==> config.mk <==
export PLATFORM = sky130hd
export DESIGN_NAME = flat_json_object_parser
export DESIGN_NICKNAME = d
export VERILOG_FILES = /design/src/hdl/fjp_pkg.sv /design/src/hdl/fjp_front.sv /design/src/hdl/fjp_back.sv /design/src/hdl/flat_json_object_parser.sv
export SDC_FILE = /design/constraint.sdc
export NUM_CORES = 1
export LEC_CHECK = 0
export ABC_AREA = 1
export ABC_CLOCK_PERIOD_IN_PS = 33600
export BUFFER_PORTS_ARGS = -buffer_cell sky130_fd_sc_hd__buf_4
export CAP_MARGIN = 30
export CORE_AREA = 5 5 304 306
export CTS_BUF_LIST = sky130_fd_sc_hd__clkbuf_2
export CTS_CLUSTER_DIAMETER = 150
export DETAILED_ROUTE_END_ITERATION = 6
export DIE_AREA = 0 0 309 311
export GPL_TIMING_DRIVEN = 0
export PLACE_DENSITY = 0.63
export SYNTH_ARGS = -nofsm -noshare
export SYNTH_HDL_FRONTEND = slang
export SYNTH_SLANG_ARGS = --single-unit
==> constraint.sdc <==
create_clock -name clk -period 33.6 [get_ports clk]
set_clock_uncertainty 0.05 [all_clocks]
set_input_delay 3.36 -clock clk [delete_from_list [all_inputs] [get_ports clk]]
set_output_delay 3.36 -clock clk [all_outputs]
set_load 0.01 [all_outputs]
==> src/hdl/fjp_pkg.sv <==
// Shared types and constants for the flat JSON object parser.
`timescale 1ns / 1ps
`default_nettype none
package fjp_pkg;

  localparam int NUMBER_BITS_DEF = 64;
  localparam int NUM_W           = 64;
  localparam int RUN_MAX         = 5;
  localparam int QUEUE_DEPTH     = 4;

  typedef enum logic [3:0] {
    PH_OPEN, PH_FIRST, PH_KEY, PH_STR, PH_ESC, PH_HEX, PH_LOW_BS, PH_LOW_U,
    PH_LOW_HEX, PH_COLON, PH_VALUE, PH_LIT, PH_NUM, PH_AFTER, PH_END
  } phase_t;

  typedef enum logic [3:0] {
    TK_KEY_BYTE  = 4'd0,
    TK_KEY_END   = 4'd1,
    TK_VAL_BYTE  = 4'd2,
    TK_VAL_END   = 4'd3,
    TK_TRUE      = 4'd4,
    TK_FALSE     = 4'd5,
    TK_NUMBER    = 4'd6,
    TK_ACCEPTED  = 4'd7,
    TK_ERROR     = 4'd8
  } tok_t;

  typedef struct packed {
    logic [2:0]                cnt;
    logic [RUN_MAX-1:0][3:0]   kind;
    logic [RUN_MAX-1:0][7:0]   data;
    logic [NUM_W-1:0]          num;
  } run_t;

  function automatic logic [7:0] word_true(input logic [1:0] pos);
    logic [7:0] r;
    unique case (pos)
      2'd0: r = 8'h74;
      2'd1: r = 8'h72;
      2'd2: r = 8'h75;
      default: r = 8'h65;
    endcase
    return r;
  endfunction

  function automatic logic [7:0] word_false(input logic [2:0] pos);
    logic [7:0] r;
    unique case (pos)
      3'd0: r = 8'h66;
      3'd1: r = 8'h61;
      3'd2: r = 8'h6C;
      3'd3: r = 8'h73;
      default: r = 8'h65;
    endcase
    return r;
  endfunction

  function automatic logic is_ws(input logic [7:0] c);
    return (c == 8'h20) || (c == 8'h09) || (c == 8'h0A) || (c == 8'h0D);
  endfunction

endpackage
`default_nettype wire

==> src/hdl/fjp_front.sv <==
// Front end: parser state and per-byte token run formation.
`timescale 1ns / 1ps
`default_nettype none
module fjp_front #(
  parameter int NUMBER_BITS = 64
) (
  input  wire logic        clk,
  input  wire logic        rst,
  input  wire logic        accept,
  input  wire logic [7:0]  in_byte,
  input  wire logic        end_of_input,
  output logic             push,
  output fjp_pkg::run_t    run
);
  import fjp_pkg::*;

  phase_t                 phase, phase_next;
  logic                   in_key, in_key_next;
  logic [15:0]            hex_acc, hex_acc_next;
  logic [1:0]             hex_cnt, hex_cnt_next;
  logic [9:0]             hi_sur, hi_sur_next;
  logic [NUMBER_BITS-1:0] num_acc, num_acc_next;
  logic [2:0]             lit_pos, lit_pos_next;
  logic                   lit_true, lit_true_next;
  logic                   failed, failed_next;

  always_ff @(posedge clk) begin
    if (rst) begin
      phase    <= PH_OPEN;
      in_key   <= 1'b0;
      hex_acc  <= '0;
      hex_cnt  <= '0;
      hi_sur   <= '0;
      num_acc  <= '0;
      lit_pos  <= '0;
      lit_true <= 1'b0;
      failed   <= 1'b0;
    end else if (accept) begin
      phase    <= phase_next;
      in_key   <= in_key_next;
      hex_acc  <= hex_acc_next;
      hex_cnt  <= hex_cnt_next;
      hi_sur   <= hi_sur_next;
      num_acc  <= num_acc_next;
      lit_pos  <= lit_pos_next;
      lit_true <= lit_true_next;
      failed   <= failed_next;
    end
  end

  always_comb begin
    logic [2:0]  n;
    logic        go;
    logic        digit;
    logic [3:0]  dval;
    logic [4:0]  hval;
    logic [15:0] acc4;
    logic [20:0] cp;
    logic        put;
    logic [3:0]  bk;
    logic [2:0]  len;
    logic [7:0]  want;
    phase_next    = phase;
    in_key_next   = in_key;
    hex_acc_next  = hex_acc;
    hex_cnt_next  = hex_cnt;
    hi_sur_next   = hi_sur;
    num_acc_next  = num_acc;
    lit_pos_next  = lit_pos;
    lit_true_next = lit_true;
    failed_next   = failed;
    run           = '0;
    n             = '0;
    go            = 1'b1;
    cp            = '0;
    put           = 1'b0;
    want          = '0;
    len           = '0;
    acc4          = '0;
    digit = (in_byte >= 8'h30) && (in_byte <= 8'h39);
    dval  = 4'(in_byte - 8'h30);
    if (digit) hval = {1'b0, dval};
    else if (in_byte >= 8'h61 && in_byte <= 8'h66) hval = 5'(in_byte - 8'h57);
    else if (in_byte >= 8'h41 && in_byte <= 8'h46) hval = 5'(in_byte - 8'h37);
    else hval = 5'h10;
    bk = in_key ? TK_KEY_BYTE : TK_VAL_BYTE;

    if (!failed) begin
      if (phase == PH_NUM) begin
        if (digit) begin
          num_acc_next = (num_acc << 3) + (num_acc << 1) + NUMBER_BITS'(dval);
          go = 1'b0;
        end else begin
          run.kind[n] = TK_NUMBER;
          run.num     = NUM_W'(num_acc);
          n = n + 3'd1;
          num_acc_next = '0;
          phase_next = PH_AFTER;
        end
      end
      if (go) begin
        unique case (phase_next)
          PH_OPEN: begin
            if (!is_ws(in_byte)) begin
              if (in_byte == 8'h7B) phase_next = PH_FIRST;
              else failed_next = 1'b1;
            end
          end
          PH_FIRST, PH_KEY: begin
            if (!is_ws(in_byte)) begin
              if (in_byte == 8'h22) begin
                in_key_next = 1'b1;
                phase_next = PH_STR;
              end else if (in_byte == 8'h7D && phase == PH_FIRST) phase_next = PH_END;
              else failed_next = 1'b1;
            end
          end
          PH_STR: begin
            if (in_byte == 8'h22) begin
              run.kind[n] = in_key ? TK_KEY_END : TK_VAL_END;
              n = n + 3'd1;
              phase_next = in_key ? PH_COLON : PH_AFTER;
            end else if (in_byte < 8'h20) failed_next = 1'b1;
            else if (in_byte == 8'h5C) phase_next = PH_ESC;
            else begin
              run.kind[n] = bk;
              run.data[n] = in_byte;
              n = n + 3'd1;
            end
          end
          PH_ESC: begin
            phase_next = PH_STR;
            unique case (in_byte)
              8'h22, 8'h5C, 8'h2F: begin cp = 21'(in_byte); put = 1'b1; end
              8'h62: begin cp = 21'h08; put = 1'b1; end
              8'h66: begin cp = 21'h0C; put = 1'b1; end
              8'h6E: begin cp = 21'h0A; put = 1'b1; end
              8'h72: begin cp = 21'h0D; put = 1'b1; end
              8'h74: begin cp = 21'h09; put = 1'b1; end
              8'h75: begin
                phase_next = PH_HEX;
                hex_acc_next = '0;
                hex_cnt_next = '0;
              end
              default: failed_next = 1'b1;
            endcase
          end
          PH_HEX, PH_LOW_HEX: begin
            if (hval[4]) failed_next = 1'b1;
            else begin
              acc4 = {hex_acc[11:0], hval[3:0]};
              hex_acc_next = acc4;
              if (hex_cnt != 2'd3) hex_cnt_next = hex_cnt + 2'd1;
              else begin
                hex_cnt_next = '0;
                hex_acc_next = '0;
                if (phase == PH_HEX) begin
                  if (acc4 >= 16'hD800 && acc4 <= 16'hDBFF) begin
                    hi_sur_next = acc4[9:0];
                    phase_next = PH_LOW_BS;
                  end else if (acc4 >= 16'hDC00) begin
                    failed_next = 1'b1;
                    if (acc4 > 16'hDFFF) begin
                      failed_next = 1'b0;
                      cp = 21'(acc4);
                      put = 1'b1;
                      phase_next = PH_STR;
                    end
                  end else begin
                    cp = 21'(acc4);
                    put = 1'b1;
                    phase_next = PH_STR;
                  end
                end else begin
                  if (acc4 < 16'hDC00 || acc4 > 16'hDFFF) failed_next = 1'b1;
                  else begin
                    cp = 21'h10000 + {1'b0, hi_sur, acc4[9:0]};
                    put = 1'b1;
                    phase_next = PH_STR;
                  end
                end
              end
            end
          end
          PH_LOW_BS: begin
            if (in_byte == 8'h5C) phase_next = PH_LOW_U;
            else failed_next = 1'b1;
          end
          PH_LOW_U: begin
            if (in_byte == 8'h75) begin
              phase_next = PH_LOW_HEX;
              hex_acc_next = '0;
              hex_cnt_next = '0;
            end else failed_next = 1'b1;
          end
          PH_COLON: begin
            if (!is_ws(in_byte)) begin
              if (in_byte == 8'h3A) phase_next = PH_VALUE;
              else failed_next = 1'b1;
            end
          end
          PH_VALUE: begin
            if (!is_ws(in_byte)) begin
              if (in_byte == 8'h22) begin
                in_key_next = 1'b0;
                phase_next = PH_STR;
              end else if (in_byte == 8'h74 || in_byte == 8'h66) begin
                lit_true_next = (in_byte == 8'h74);
                lit_pos_next = 3'd1;
                phase_next = PH_LIT;
              end else if (digit) begin
                num_acc_next = NUMBER_BITS'(dval);
                phase_next = PH_NUM;
              end else failed_next = 1'b1;
            end
          end
          PH_LIT: begin
            len = lit_true ? 3'd4 : 3'd5;
            want = lit_true ? word_true(lit_pos[1:0]) : word_false(lit_pos);
            if (lit_pos >= len || in_byte != want) failed_next = 1'b1;
            else begin
              lit_pos_next = lit_pos + 3'd1;
              if (lit_pos + 3'd1 == len) begin
                run.kind[n] = lit_true ? TK_TRUE : TK_FALSE;
                n = n + 3'd1;
                lit_pos_next = '0;
                phase_next = PH_AFTER;
              end
            end
          end
          PH_AFTER: begin
            if (!is_ws(in_byte)) begin
              if (in_byte == 8'h7D) phase_next = PH_END;
              else if (in_byte == 8'h2C) phase_next = PH_KEY;
              else failed_next = 1'b1;
            end
          end
          PH_END: begin
            if (!is_ws(in_byte)) failed_next = 1'b1;
          end
          default: failed_next = 1'b1;
        endcase
      end
      if (put) begin
        if (cp < 21'h80) begin
          run.kind[n] = bk; run.data[n] = cp[7:0]; n = n + 3'd1;
        end else if (cp < 21'h800) begin
          run.kind[n] = bk; run.data[n] = {3'b110, cp[10:6]}; n = n + 3'd1;
          run.kind[n] = bk; run.data[n] = {2'b10, cp[5:0]}; n = n + 3'd1;
        end else if (cp < 21'h10000) begin
          run.kind[n] = bk; run.data[n] = {4'b1110, cp[15:12]}; n = n + 3'd1;
          run.kind[n] = bk; run.data[n] = {2'b10, cp[11:6]}; n = n + 3'd1;
          run.kind[n] = bk; run.data[n] = {2'b10, cp[5:0]}; n = n + 3'd1;
        end else begin
          run.kind[n] = bk; run.data[n] = {5'b11110, cp[20:18]}; n = n + 3'd1;
          run.kind[n] = bk; run.data[n] = {2'b10, cp[17:12]}; n = n + 3'd1;
          run.kind[n] = bk; run.data[n] = {2'b10, cp[11:6]}; n = n + 3'd1;
          run.kind[n] = bk; run.data[n] = {2'b10, cp[5:0]}; n = n + 3'd1;
        end
      end
      if (failed_next) begin
        run.kind[n] = TK_ERROR;
        n = n + 3'd1;
      end
      if (end_of_input && !failed_next) begin
        if (phase_next == PH_NUM) begin
          run.kind[n] = TK_NUMBER;
          run.num     = NUM_W'(num_acc_next);
          n = n + 3'd1;
          phase_next = PH_AFTER;
        end
        run.kind[n] = (phase_next == PH_END) ? TK_ACCEPTED : TK_ERROR;
        n = n + 3'd1;
      end
    end
    if (end_of_input) begin
      phase_next    = PH_OPEN;
      in_key_next   = 1'b0;
      hex_acc_next  = '0;
      hex_cnt_next  = '0;
      hi_sur_next   = '0;
      num_acc_next  = '0;
      lit_pos_next  = '0;
      lit_true_next = 1'b0;
      failed_next   = 1'b0;
    end
    run.cnt = n;
    push = accept && (n != 3'd0);
  end

endmodule
`default_nettype wire

==> src/hdl/fjp_back.sv <==
// Back end: run queue and token serialiser.
`timescale 1ns / 1ps
`default_nettype none
module fjp_back (
  input  wire logic          clk,
  input  wire logic          rst,
  input  wire logic          push,
  input  wire fjp_pkg::run_t run,
  output logic               full,
  output logic               out_valid,
  input  wire logic          out_stall,
  output logic [3:0]         token_kind,
  output logic [7:0]         data_byte,
  output logic [63:0]        number_value,
  output logic               last_of_run
);
  import fjp_pkg::*;

  localparam int PW = $clog2(QUEUE_DEPTH);

  run_t          q [QUEUE_DEPTH];
  logic [PW-1:0] wp, rp;
  logic [PW:0]   count;
  logic [2:0]    idx;
  logic          pop;
  run_t          head;

  assign head        = q[rp];
  assign full        = (count == (PW+1)'(QUEUE_DEPTH));
  assign out_valid   = (count != '0);
  assign token_kind  = head.kind[idx];
  assign data_byte   = head.data[idx];
  assign number_value = (head.kind[idx] == TK_NUMBER) ? head.num : '0;
  assign last_of_run = (idx + 3'd1 == head.cnt);
  assign pop         = out_valid && !out_stall && last_of_run;

  always_ff @(posedge clk) begin
    if (push) q[wp] <= run;
  end

  always_ff @(posedge clk) begin
    if (rst) begin
      wp    <= '0;
      rp    <= '0;
      count <= '0;
      idx   <= '0;
    end else begin
      if (push) wp <= wp + PW'(1);
      if (pop) rp <= rp + PW'(1);
      count <= count + (PW+1)'(push) - (PW+1)'(pop);
      if (out_valid && !out_stall) idx <= last_of_run ? 3'd0 : idx + 3'd1;
    end
  end

  a_no_overflow: assert property (@(posedge clk) disable iff (rst)
    count <= (PW+1)'(QUEUE_DEPTH)) else $error("queue overflow");
  a_no_push_full: assert property (@(posedge clk) disable iff (rst)
    !(push && full)) else $error("push into full queue");
  a_idx_in_run: assert property (@(posedge clk) disable iff (rst)
    out_valid |-> (idx < head.cnt)) else $error("token index beyond run");

endmodule
`default_nettype wire

==> src/hdl/flat_json_object_parser.sv <==
// Top level of the flat JSON object parser.
// One byte per cycle is accepted while the run queue is not full; each token
// run is registered there, and one token per cycle leaves it unless stalled.
// Multi-byte UTF-8 runs of up to five tokens drain from a four-run queue.
// Synchronous active-high reset returns the parser to expect an opening brace.
`timescale 1ns / 1ps
`default_nettype none
module flat_json_object_parser #(
  parameter int NUMBER_BITS = fjp_pkg::NUMBER_BITS_DEF
) (
  input  wire logic        clk,
  input  wire logic        rst,
  input  wire logic        in_valid,
  output logic             in_stall,
  input  wire logic [7:0]  in_byte,
  input  wire logic        end_of_input,
  output logic             out_valid,
  input  wire logic        out_stall,
  output logic [3:0]       token_kind,
  output logic [7:0]       data_byte,
  output logic [63:0]      number_value,
  output logic             last_of_run
);
  import fjp_pkg::*;

  logic full, push, accept;
  run_t run;

  assign in_stall = full;
  assign accept   = in_valid && !full;

  fjp_front #(.NUMBER_BITS(NUMBER_BITS)) u_front (
    .clk, .rst, .accept, .in_byte, .end_of_input, .push, .run
  );

  fjp_back u_back (
    .clk, .rst, .push, .run, .full, .out_valid, .out_stall,
    .token_kind, .data_byte, .number_value, .last_of_run
  );

endmodule
`default_nettype wire
==> reports/results.tsv <==
stage	metric	value	unit
synth	Synth Area per Inst	8.56	um2
global_routing	first-pass GRT wire length	190000	um
worst_hold_path	Min-Delay Path Class	reg2reg	
detailed_routing	WL final	128000	um
cts	hold buffer count at CTS	0	
final_layout	Syn-to-layout area delta	12.1	%
power	clock power share	28.7	%
timing	fin crit period	11.24	ns
timing	Slew Limit Fails	0	
critical_path	reg2reg path depth	43	
timing	setup TNS	0	ns
critical_path	Worst R2R Start	u_front.phase[3]$_SDFFE_PP0P_	
synth	Synth cell types	71	
synth	post-synthesis xor/xnor area fraction	0.469	%
synth	Synth Area in Compound Gates	19.8	%
critical_path	Crit path max-delay family	buffers and inverters	
global_routing	number of global-route vias before repair	30800	
critical_path	Crit. End Element	flop	
synth	largest family of logic cells by synthesized area	compound AO/OA/AOI/OAI gates	
global_routing	largest net degree at the start of global routing	29	
power	NetSw	0.651	mW
critical_path	Critical Path Start Type	input pin	
cts	CTS tree	yes	
placement	dpl ws	21.00	ns
detailed_routing	Post-route DRC	0	
power	Sequential Power Share	47.2	%
critical_path	slowest stage delay, CP	0.70	ns
synth	sequential-to-total area share from yosys stat	48.8	%
synth	Main synth FF type	edfxtp_1	
final_layout	layout net count	4623	
die	Starting Density	39.7	%
cts	total CTS buffers	153	
critical_path	number of buffers and inverters on the critical path	18	
timing	RSZ-0062 raised after global routing	false	
global_routing	gr usage total	25.7	%
final_layout	commonest non-fill, non-tap cell in the layout	nand2_1	
cts	Reg clk slew, reported paths	0.09	ns
synth	Adder-Cell Fraction of Synth Area	5.74	%
outcome	outcome	complete, no violations	
die	die height	311	um
global_routing	initial antenna violation count	2	
detailed_routing	Routed Antenna Nets	0	
critical_path	Setup crit end	u_back.q[2][33]$_DFFE_PP_	
timing	Max-Slew Margin vs Limit	15.5	%
synth	Ys Warns	0	
power	PD cells	48.2	nW/um2
die	IO Pins	92	
cts	Skew-Pair Late Insertion Delay	1.44	ns
detailed_routing	drt pass-1 iters	6	
cts	H-tree level count	4	
timing	worst setup margin	22.36	ns
placement	routability cong.	1.02	
final_layout	share of cells above drive strength 1	11.3	%
die	Core ar.	89300	um2
critical_path	crit path from	in_byte[1]	
detailed_routing	Iter 0 DRT Violations	3967	
die	die area	96100	um2
critical_path	flop2flop setup slack	24.35	ns
detailed_routing	Vias	33100	
cts	root buffer cell	clkbuf_2	
placement	PortBufs	90	
synth	Post-synth EDFFs	504	
timing	fmax	0.0890	GHz
power	Internal	1.27	mW
synth	async set-reset flop share out of synthesis	0	%
final_layout	highest-count cells in the layout ignoring fill and taps	nand2_1, edfxtp_1, a21oi_1	
critical_path	CP max-delay cell	nor2_4	
job	Max Cap Violations	0	
die	Die W	309	um
die	Site Rows	110	
timing	period utilisation layout	33.5	%
global_routing	Congestion Overflow GR	0	
synth	Mapped Cells	4147	
detailed_routing	post-DR vias/cell	5.76	
critical_path	Worst EP arrival	12.18	ns
timing	Worst Tran Pin Value	1.27	ns
critical_path	Crit path required time	34.54	ns
cts	Max Root-Sink Buffers	3	
synth	#FFs+latches synth	614	
critical_path	worst r2r dst	u_back.q[2][33]$_DFFE_PP_	
power	Gate power share	24.1	%
cts	cts repair resizes	0	
timing	final setup vio count	0	
cts	Post-CTS Setup Inserts	0	
critical_path	WS Path Type	in2reg	
synth	Post-Syn Area	35500	um2
critical_path	worst-path fanout max	28	
cts	Clock Sinks	614	
detailed_routing	drt wl/cell	22.3	um
synth	Post-Synth Simple-Gate Area	18.9	%
critical_path	Worst path depth	48	
power	Leak	15.5	nW
timing	endpoints failing hold	0	
synth	mux cell area share after synthesis	0	%
placement	Post-DP HPWL	95500	um
power	VDD IR max	33.6	uV
power	Net Sw Frac	34.0	%
cell families after synthesis:
| group | Yosys count |
|---|---|
| xor gates and xnor gates | 19 |
| buffers and inverters | 565 |
| DFF | 614 |
| other | 1 |
| and+or+nand+nor | 1582 |
| AOI/OAI and AO/OA | 1205 |
| adders and majority gates | 161 |
registers in the layout, indices dropped and copies added, names as in the netlist, 2 cells and up, named ones only:
register / count
u_back.count: 3
u_back.idx: 3
u_back.q: 504
u_back.rp: 2
u_back.wp: 2
u_front.hex_acc: 12
u_front.hex_cnt: 2
u_front.hi_sur: 10
u_front.lit_pos: 3
u_front.num_acc: 64
u_front.phase: 4
worst min path at each step:
stage | slack, ns | start | endpoint | cells after the start
2_1_floorplan | 0.39 | u_front.hi_sur[0]$_SDFFE_PP0P_ | u_front.hi_sur[0]$_SDFFE_PP0P_ | 2
3_3_place_gp | 0.40 | u_front.num_acc[63]$_SDFFE_PP0P_ | u_front.num_acc[63]$_SDFFE_PP0P_ | 2
3_5_place_dp | 0.41 | u_front.hi_sur[4]$_SDFFE_PP0P_ | u_front.hi_sur[4]$_SDFFE_PP0P_ | 2
4_1_cts | 0.42 | u_front.hi_sur[4]$_SDFFE_PP0P_ | u_front.hi_sur[4]$_SDFFE_PP0P_ | 2
5_1_grt | 0.44 | u_front.hi_sur[4]$_SDFFE_PP0P_ | u_front.hi_sur[4]$_SDFFE_PP0P_ | 2
6_report | 0.42 | u_front.hi_sur[4]$_SDFFE_PP0P_ | u_front.hi_sur[4]$_SDFFE_PP0P_ | 2
layer usage:
layer  vias up  routed length [um]  global-route usage, %
met5         -                   0                      0
met4         0                5360                   10.6
met3       305               12700                   4.87
met2      1769               55100                   38.0
met1     15600               54900                   37.2
li1      15400                   -                      -
synth_stat cells, drive strengths merged (3+ instances only):
library cell    n  area share [%]
nor2          467             5.2
nand3         187             2.8
a31o           12            0.30
o21a           11            0.23
o21ai         354             5.0
dfxtp         110             6.2
a2111oi         4           0.099
a32oi           4           0.099
buf            29            0.50
o21bai          6            0.13
clkbuf        189             2.0
nand3b          6            0.13
o211ai         26            0.56
clkinv         10            0.11
a22oi           7            0.15
a21boi          6            0.13
nand4          48            0.93
a211oi         45             1.1
edfxtp        504              43
o221ai         26            0.64
nor3           36            0.55
nand2         813             8.9
o31ai           3           0.063
ha            158             5.6
o2111ai         3           0.074
or2            16            0.28
xnor2          11            0.27
a31oi          49            0.86
a21oi         484             6.8
xor2            8            0.20
inv           337             3.6
a21o           13            0.27
nor4            7            0.12
fa              3            0.17
a221oi         72             1.8
o22ai          65             1.2
worst min-delay path, cell delays in order (launching register included):
cell	delay (ns)
dfxtp_1	0.32
nand2_1	0.06
a21oi_1	0.06
power groups by stage:
stage | clock (mW) | sequential (mW) | combinational (mW)
after CTS | 0.562 | 0.906 | 0.462
after global placement | 0 | 0.947 | 0.439
after detailed placement | 0 | 0.923 | 0.460
final | 0.549 | 0.906 | 0.462
after floorplan | 0 | 0.930 | 0.245
after global routing | 0.602 | 0.911 | 0.494
area by class of cell:
cell class / instances / area (um2)
multi-input combinational: 2991 / 16100
buffer: 218 / 886
fill: 8790 / 49500
timing repair buffer: 124 / 1180
tap: 1176 / 1470
antenna: 1 / 2.50
clock inverter: 52 / 405
sequential: 614 / 17300
clock buffer: 226 / 1130
inverter: 347 / 1310
per-stage QoR:
stage                     area (um2)  hold WS [ns]  util, %  instances  power (mW)
after floorplan                35600         0.385        -       4170        1.18
after global placement         37700         0.403     42.2       5436        1.39
after detailed placement       38300         0.406     42.8       5468        1.38
after CTS                      39800         0.421     44.5       5746        1.93
after global routing           39800         0.438     44.6       5749        2.01
final                          39800         0.420     44.6       5749        1.92
Power figures use the tool's default switching activity.
